[src/rtl/core/bvm_pkg.sv]
`timescale 1ns / 1ps
package bvm_pkg;

	localparam int STACK_DEPTH_DEF   = 16;
	localparam int MEM_BYTES_DEF     = 4096;
	localparam int SCREEN_WIDTH_DEF  = 64;
	localparam int SCREEN_HEIGHT_DEF = 32;

	localparam logic [1:0] ERR_NONE      = 2'd0;
	localparam logic [1:0] ERR_UNKNOWN   = 2'd1;
	localparam logic [1:0] ERR_OVERFLOW  = 2'd2;
	localparam logic [1:0] ERR_UNDERFLOW = 2'd3;

	localparam logic [1:0] MODE_EXEC   = 2'd0;
	localparam logic [1:0] MODE_WRITE  = 2'd1;
	localparam logic [1:0] MODE_READ   = 2'd2;
	localparam logic [1:0] MODE_UNUSED = 2'd3;  // no effect, reports state only

	localparam logic [15:0] PC_RESET = 16'h0200;
	localparam logic [15:0] OP_NOP   = 16'h0000;
	localparam logic [15:0] OP_CLS   = 16'h00E0;
	localparam logic [15:0] OP_RET   = 16'h00EE;

	// datapath commands issued by the controller
	typedef enum logic [3:0] {
		CMD_NONE,
		CMD_SIMPLE,    // opcode work done in one command
		CMD_CLR_ROW,   // clear row cnt
		CMD_MEM_WR,    // mode 1 write
		CMD_RD_REQ,    // memory read at I + cnt
		CMD_DRAW_ROW,  // xor fetched sprite byte into a row
		CMD_DRAW_END,
		CMD_ST_REG,    // store V[cnt] to I + cnt
		CMD_LD_REG,    // load fetched byte into V[cnt]
		CMD_BCD,       // store BCD digit cnt
		CMD_RET,
		CMD_CALL,
		CMD_HALT_UNK
	} cmd_t;

	typedef struct packed {
		cmd_t       cmd;
		logic [4:0] cnt;
	} ctl_t;

	typedef struct packed {
		logic       halted;
		logic [4:0] sp;
	} sts_t;

endpackage

[src/rtl/core/bvm_ctrl.sv]
`timescale 1ns / 1ps
module bvm_ctrl
	import bvm_pkg::*;
#(
	parameter int SCREEN_HEIGHT = SCREEN_HEIGHT_DEF
) (
	input  logic        clk,
	input  logic        arst_n,
	input  logic        start,
	input  logic [1:0]  mode,
	input  logic [15:0] opcode,
	input  sts_t        sts,
	output ctl_t        ctl,
	output logic        busy,
	output logic        done
);

	typedef enum logic [2:0] {
		ST_IDLE, ST_CLS, ST_RD, ST_DRAW, ST_ST, ST_LD, ST_BCD, ST_FIN
	} state_t;

	state_t     state_q;
	logic [4:0] cnt_q;
	logic [4:0] last_q;
	logic [15:0] op_q;

	logic [3:0] hi, lo;
	logic [7:0] nn;
	assign hi = opcode[15:12];
	assign lo = opcode[3:0];
	assign nn = opcode[7:0];

	// controller sequencing
	always_ff @(posedge clk or negedge arst_n) begin
		if (!arst_n) begin
			state_q <= ST_IDLE;
			cnt_q   <= '0;
			last_q  <= '0;
			op_q    <= '0;
			ctl     <= '{cmd: CMD_NONE, cnt: '0};
			busy    <= 1'b0;
			done    <= 1'b0;
		end else begin
			ctl  <= '{cmd: CMD_NONE, cnt: '0};
			done <= 1'b0;
			unique case (state_q)
				ST_IDLE: begin
					if (start) begin
						busy  <= 1'b1;
						op_q  <= opcode;
						cnt_q <= '0;
						state_q <= ST_FIN;
						if (mode == MODE_WRITE) begin
							ctl.cmd <= CMD_MEM_WR;
						end else if (mode == MODE_EXEC && !sts.halted) begin
							priority if (opcode == OP_CLS) begin
								state_q <= ST_CLS;
							end else if (opcode == OP_RET) begin
								ctl.cmd <= (sts.sp == '0) ? CMD_HALT_UNK : CMD_RET;
							end else if (hi == 4'h0 && opcode != OP_NOP) begin
								ctl.cmd <= CMD_HALT_UNK;
							end else if (hi == 4'h2) begin
								ctl.cmd <= CMD_CALL;
							end else if (hi == 4'hD) begin
								last_q <= {1'b0, lo};
								if (lo == 4'h0) ctl.cmd <= CMD_DRAW_END;
								else state_q <= ST_RD;
							end else if (hi == 4'hF && nn == 8'h55) begin
								last_q <= {1'b0, opcode[11:8]};
								state_q <= ST_ST;
							end else if (hi == 4'hF && nn == 8'h65) begin
								last_q <= {1'b0, opcode[11:8]};
								state_q <= ST_RD;
							end else if (hi == 4'hF && lo == 4'h3) begin
								last_q <= 5'd2;
								state_q <= ST_BCD;
							end else if (hi != 4'h0) begin
								ctl.cmd <= CMD_SIMPLE;
							end
						end
					end
				end
				ST_CLS: begin
					ctl <= '{cmd: CMD_CLR_ROW, cnt: cnt_q};
					cnt_q <= cnt_q + 5'd1;
					if (cnt_q == 5'(SCREEN_HEIGHT - 1)) state_q <= ST_FIN;
				end
				ST_RD: begin
					ctl <= '{cmd: CMD_RD_REQ, cnt: cnt_q};
					state_q <= (op_q[15:12] == 4'hD) ? ST_DRAW : ST_LD;
				end
				ST_DRAW: begin
					ctl <= '{cmd: CMD_DRAW_ROW, cnt: cnt_q};
					cnt_q <= cnt_q + 5'd1;
					state_q <= (cnt_q + 5'd1 == last_q) ? ST_FIN : ST_RD;
				end
				ST_LD: begin
					ctl <= '{cmd: CMD_LD_REG, cnt: cnt_q};
					cnt_q <= cnt_q + 5'd1;
					state_q <= (cnt_q == last_q) ? ST_FIN : ST_RD;
				end
				ST_ST, ST_BCD: begin
					ctl <= '{cmd: (state_q == ST_ST) ? CMD_ST_REG : CMD_BCD, cnt: cnt_q};
					cnt_q <= cnt_q + 5'd1;
					if (cnt_q == last_q) state_q <= ST_FIN;
				end
				ST_FIN: begin
					if (op_q[15:12] == 4'hD && last_q != '0 && cnt_q == last_q
					    && ctl.cmd != CMD_DRAW_END) begin
						ctl.cmd <= CMD_DRAW_END;
						cnt_q <= '0;
					end else begin
						done  <= 1'b1;
						busy  <= 1'b0;
						state_q <= ST_IDLE;
					end
				end
				default: state_q <= ST_IDLE;
			endcase
		end
	end

endmodule

[config.mk]
export PLATFORM = sky130hd
export DESIGN_NAME = bvm_ctrl
export DESIGN_NICKNAME = d
export VERILOG_FILES = /design/src/rtl/core/bvm_pkg.sv /design/src/rtl/core/bvm_ctrl.sv
export SDC_FILE = /design/constraint.sdc
export NUM_CORES = 1
export LEC_CHECK = 0
export BUFFER_PORTS_ARGS = -buffer_cell sky130_fd_sc_hd__buf_2
export CORE_UTILIZATION = 55
export DETAILED_ROUTE_END_ITERATION = 10
export MAX_ROUTING_LAYER = met4
export PLACE_DENSITY = 0.81
export SKIP_LAST_GASP = 1
export SLEW_MARGIN = 20
export SYNTH_ARGS = -nofsm -noshare
export SYNTH_HDL_FRONTEND = slang
export SYNTH_SLANG_ARGS = --single-unit
[constraint.sdc]
create_clock -name clk -period 3.3 [get_ports clk]
set_input_delay 0.165 -clock clk [delete_from_list [all_inputs] [get_ports clk]]
set_output_delay 0.165 -clock clk [all_outputs]
set_load 0.01 [all_outputs]
Yosys cells after proc, flatten, opt, wreduce, memory -nomap -nowiden. Index checks and enable logic that the tools add are counted.

Add/sub/neg operators: 1. $mul: 0. Div/mod/pow operators: 0. $lt $le $gt $ge: 0. Equal/unequal tests: 26. Shift-type cells: 0. Muxes and demuxes: 49. Bitwise logic cells: 5. Reductions and logical operators: 28.

Operator list (count): $mux W3 (20); $mux W4 (9); $mux W5 (7); $eq A16 B8 Y1 const B (2); $pmux W4 S7 (1); $pmux W3 S7 (1); $eq A8 B7 Y1 const B (2); $reduce_bool A16 Y1 (1); $pmux W5 S3 (1); $eq A3 B3 Y1 const B (4); $eq A4 B4 Y1 const B (3); $eq A5 B5 Y1 (2); $ne A2 B2 Y1 const B (5); $mux W1 (9); $reduce_and A9 Y1 (1); $eq A4 B2 Y1 const B (2); $logic_and A1 B1 Y1 (8); $logic_not A4 Y1 (2); $reduce_bool A4 Y1 (2); $eq A3 B2 Y1 const B (2); $reduce_and A3 Y1 (2); $reduce_or A6 Y1 (1); $add A5 B1 Y5 const B (1); $eq A5 B5 Y1 const B (1); 16 further kinds (20).

Bits in registers: 40. Bits in latches: 0. RAM bits: 0. ROM bits: 0. Output and inout bits: 11. Word-level logic and storage cells: 117. Memories kept: 0.

Longest topological paths before layout.
Depth after elaboration: 14. Mapped depth: 8. Gate-level depth less buffers: 8.

Worst setup path after synthesis. Ideal clock, no wire load.

Path kind: flip-flop to flip-flop. From: register state_q[2]. To: register last_q[0]. Setup time: 0.125 ns. Data arrival time: 1.805 ns. Slack: 1.370 ns. Stages on the path, launching flop included: 7. Clock period less this slack: 1.930 ns. Cell sequence: dfrtp_1 > buf_2 > nor3_2 > nand2_1 > or3b_4 > nor2b_4 > mux2_4.

Longest elaborated chain between the ends: 2.

RTL lines: start, declared (RTL line bvm_ctrl.sv:22) `state_t state_q;`; start signal, assigned (RTL line bvm_ctrl.sv:90) `state_q <= (op_q[15:12] == 4'hD) ? ST_DRAW : ST_LD;`; start signal, assigned (RTL line bvm_ctrl.sv:95) `state_q <= (cnt_q + 5'd1 == last_q) ? ST_FIN : ST_RD;`; start signal, assigned (RTL line bvm_ctrl.sv:100) `state_q <= (cnt_q == last_q) ? ST_FIN : ST_RD;`; $logic_not A3 Y1 (RTL line bvm_ctrl.sv:46) `unique case (state_q)`; $reduce_and A9 Y1 (no line); end signal, assigned (RTL line bvm_ctrl.sv:65) `last_q <= {1'b0, lo};`; end signal, assigned (RTL line bvm_ctrl.sv:69) `last_q <= {1'b0, opcode[11:8]};`; end signal, assigned (RTL line bvm_ctrl.sv:72) `last_q <= {1'b0, opcode[11:8]};`; end, declared (RTL line bvm_ctrl.sv:24) `logic [4:0] last_q;`.

Every way passes these cells. A chain may end at the register's enable or synchronous reset.

Final worst setup path.
From: register state_q[0]. To: register last_q[3].

Same word-level chain as after synthesis.

==> impl_metrics.py <==
metrics = {
    "placement": {
        "place_area_um2": 1970,
        "dp_hpwl_um": 3230,
        "port_buffers": 37,
        "gp_congestion": 0.929,
    },
    "die": {
        "die_w_um": 58.4,
        "initial_utilization": 0.577,
        "core_um2": 3030,
        "die_h_um": 58.4,
        "io_pins": 38,
        "die_area_um2": 3410,
        "row_count": 20,
    },
    "finish": {
        "seqCellArea_um2": 676,
        "multi_input_area_um2": 1040,
        "drive_gt1_frac": 0.300,
        "final_area_um2": 2010,
        "antenna_cells": 0,
        "num-nets-final": 240,
        "final_util": 0.663,
        "syn_to_final_growth_pct": 14.9,
        "fillers": 238,
    },
    "detailed_routing": {
        "postRouteAntennaNets": 0,
        "routed_wl_um": 4100,
        "first_pass_iters": 6,
        "wl_per_cell_um": 16.1,
        "vias": 1556,
        "vias_per_cell": 6.13,
        "drc": 0,
        "drt_iter0_markers": 60,
    },
    "logic_synthesis": {
        "yosys.area.top_type_share": 0.387,
        "synth_nets": 201,
        "synth_area_leaders": "dfrtp_1 (39%), mux2_2 (3.9%), xor2_1 (3.5%)",
        "synth_area_um2": 1750,
        "synth_most_common_cell": "dfrtp_1",
        "synth_edf_count": 0,
        "synthDistinctLibCells": 52,
        "synth_top_cells_by_count": "dfrtp_1 (27), nor2_1 (11), nor3_1 (11), and3_1 (9), nand2_1 (9)",
        "synth_seq_cells": 27,
        "synth_top_area_cell": "dfrtp_1",
        "yosysWarningCount": 0,
        "synthArstFlopShare": 1.00,
        "synth.yosys.seq_area_share": 0.387,
        "syn_avg_cell_area_um2": 10.2,
        "syn_inst": 172,
        "synth-main-ff-cell": "dfrtp_1",
    },
    "worst_setup_path": {
        "setup.worst_path.class": "reg -> reg",
        "rr_startpoint": "state_q[0]",
        "end_kind": "register",
        "worst_setup_path_start_kind": "register",
        "reg2reg_slack_ns": 1.13,
        "path_max_fanout": 13,
        "arrival_ns": 2.42,
        "required_ns": 3.55,
        "startpoint": "state_q[0]",
    },
    "cts": {
        "clk_latency_ns": 0.34,
        "cts_made_buffers": 3,
        "clk_path_buf_depth": 2,
        "h-tree-depth": 1,
        "clk_pin_slew_ns": 0.15,
        "cts_root_buffer": "clkbuf_4",
        "cts_tree": "done",
        "clock-sinks": 27,
    },
    "sta": {
        "fin_crit_sh": 0.657,
        "hold_viol": 0,
        "final-setup-viol-count": 0,
        "final.min_clock_period_ns": 2.17,
        "finalSetupTns_ns": 0,
        "rsz0062_at_grt": "no",
        "worstMarginPinSlew_ns": 0.610,
        "slew_violations": 0,
        "fin_worst_skew_ns": 0.0134,
        "fmaxAchievable_mhz": 461,
        "slew-limit-headroom": 0.593,
    },
    "pwr": {
        "peakVddDrop_v": 0.000358,
        "power_density_nw_per_um2": 718,
        "totalPowerFinal_mw": 1.44,
        "leakagePower_nw": 0.964,
    },
    "grt": {
        "grt_pass1_vias": 1392,
        "grt_max_degree": 28,
        "antenna_found_initial": 0,
        "grt_util_all_layers": 0.264,
        "grt_remaining_overflow": 0,
        "grt_pass1_wl_um": 6580,
    },
    "worst_hold_path": {
        "hold_class": "in -> reg",
        "worstHoldStart": "opcode[12]",
    },
    "flow_run": {
        "cap_violations": 0,
    },
    "run_status": {
        "status": "complete, no violations",
    },
}
## registers in the layout, summed over array words and instances (netlist names)
name	count
busy	1
cnt_q	5
ctl	9
done	1
last_q	4
op_q	4
state_q	3
## placed cells by master, fill, tap and decap left out, types with 2 or more instances in the layout
cell	count
inv_1	4
nand3_1	6
o21ai_0	8
a21o_1	2
nor4_4	2
xnor2_1	2
dfrtp_1	27
a21boi_0	2
nand4b_1	4
a21oi_1	4
a31oi_1	3
a211o_1	4
and3_1	9
clkbuf_4	3
nor3_1	11
nor4_1	3
mux2_4	4
buf_2	37
a22o_1	5
nand2_1	9
mux2_2	6
nand3b_1	3
or4_4	2
ha_1	2
xor2_1	7
nor2_1	11
or4_1	4
## worst paths after layout
| path | to | cells past startpoint |
|---|---|---|
| worst max-delay path | last_q[3] | 5 |
| worst min register to register | op_q[13] | 1 |
| worst max register to register | last_q[3] | 5 |
| min in group asynchronous | state_q[0] | 2 |
| max in group asynchronous | state_q[2] | 2 |
| worst min-delay path | op_q[12] | 2 |
## layer usage
metal / part of all wire / routed length [µm] / track usage / vias up
met4: 0.021 / 86 / 0.102 / 0
met5: 0 / 0 / - / -
li1: - / - / - / 744
met1: 0.44 / 1810 / 0.342 / 741
met3: 0.056 / 228 / 0.0308 / 8
met2: 0.48 / 1970 / 0.425 / 63
## area by class of cell
type / count / area share
Clock inverter: 1 / 0.00249
Timing Repair Buffer: 38 / 0.0973
Clock buffer: 3 / 0.0112
Multi-Input combinational cell: 137 / 0.517
Inverter: 4 / 0.00748
Tap cell: 44 / 0.0274
Sequential cell: 27 / 0.337
## critical path, cell delays in order, from the launching register on
cell     delay [ns]
dfrtp_1        0.56
nor3_2         0.28
nand2_1        0.23
or3b_4         0.47
nor2b_4        0.21
mux2_4         0.32
## cell families after synthesis
kind of cell,share of synthesized area
simple gates,0.271
buf+inv,0.0186
compound gates,0.172
flops,0.387
mux,0.0788
xor+xnor,0.0580
fa+ha+maj,0.0143
## what timing repair did
action,CTS,global route
endpoints found under the hold margin,27,0
gates resized for setup,0,0
buffers inserted,0,0
hold buffers,1,0
## through the flow
stage | hold slack, ns | cells | worst slack (ns)
after floorplan | -0.131 | 172 | 1.37
after global placement | 0.193 | 249 | 1.20
after detailed placement | 0.208 | 249 | 1.18
after CTS | 0.141 | 254 | 1.15
after global routing | 0.149 | 254 | 1.04
final | 0.141 | 254 | 1.13
## power by group
part | switching (mW) | internal (mW) | leakage [nW]
logic | 0.373 | 0.335 | 0.602
clock network | 0.102 | 0.0457 | 0.0177
registers | 0.127 | 0.458 | 0.344
Power figures use the tool's default switching activity.
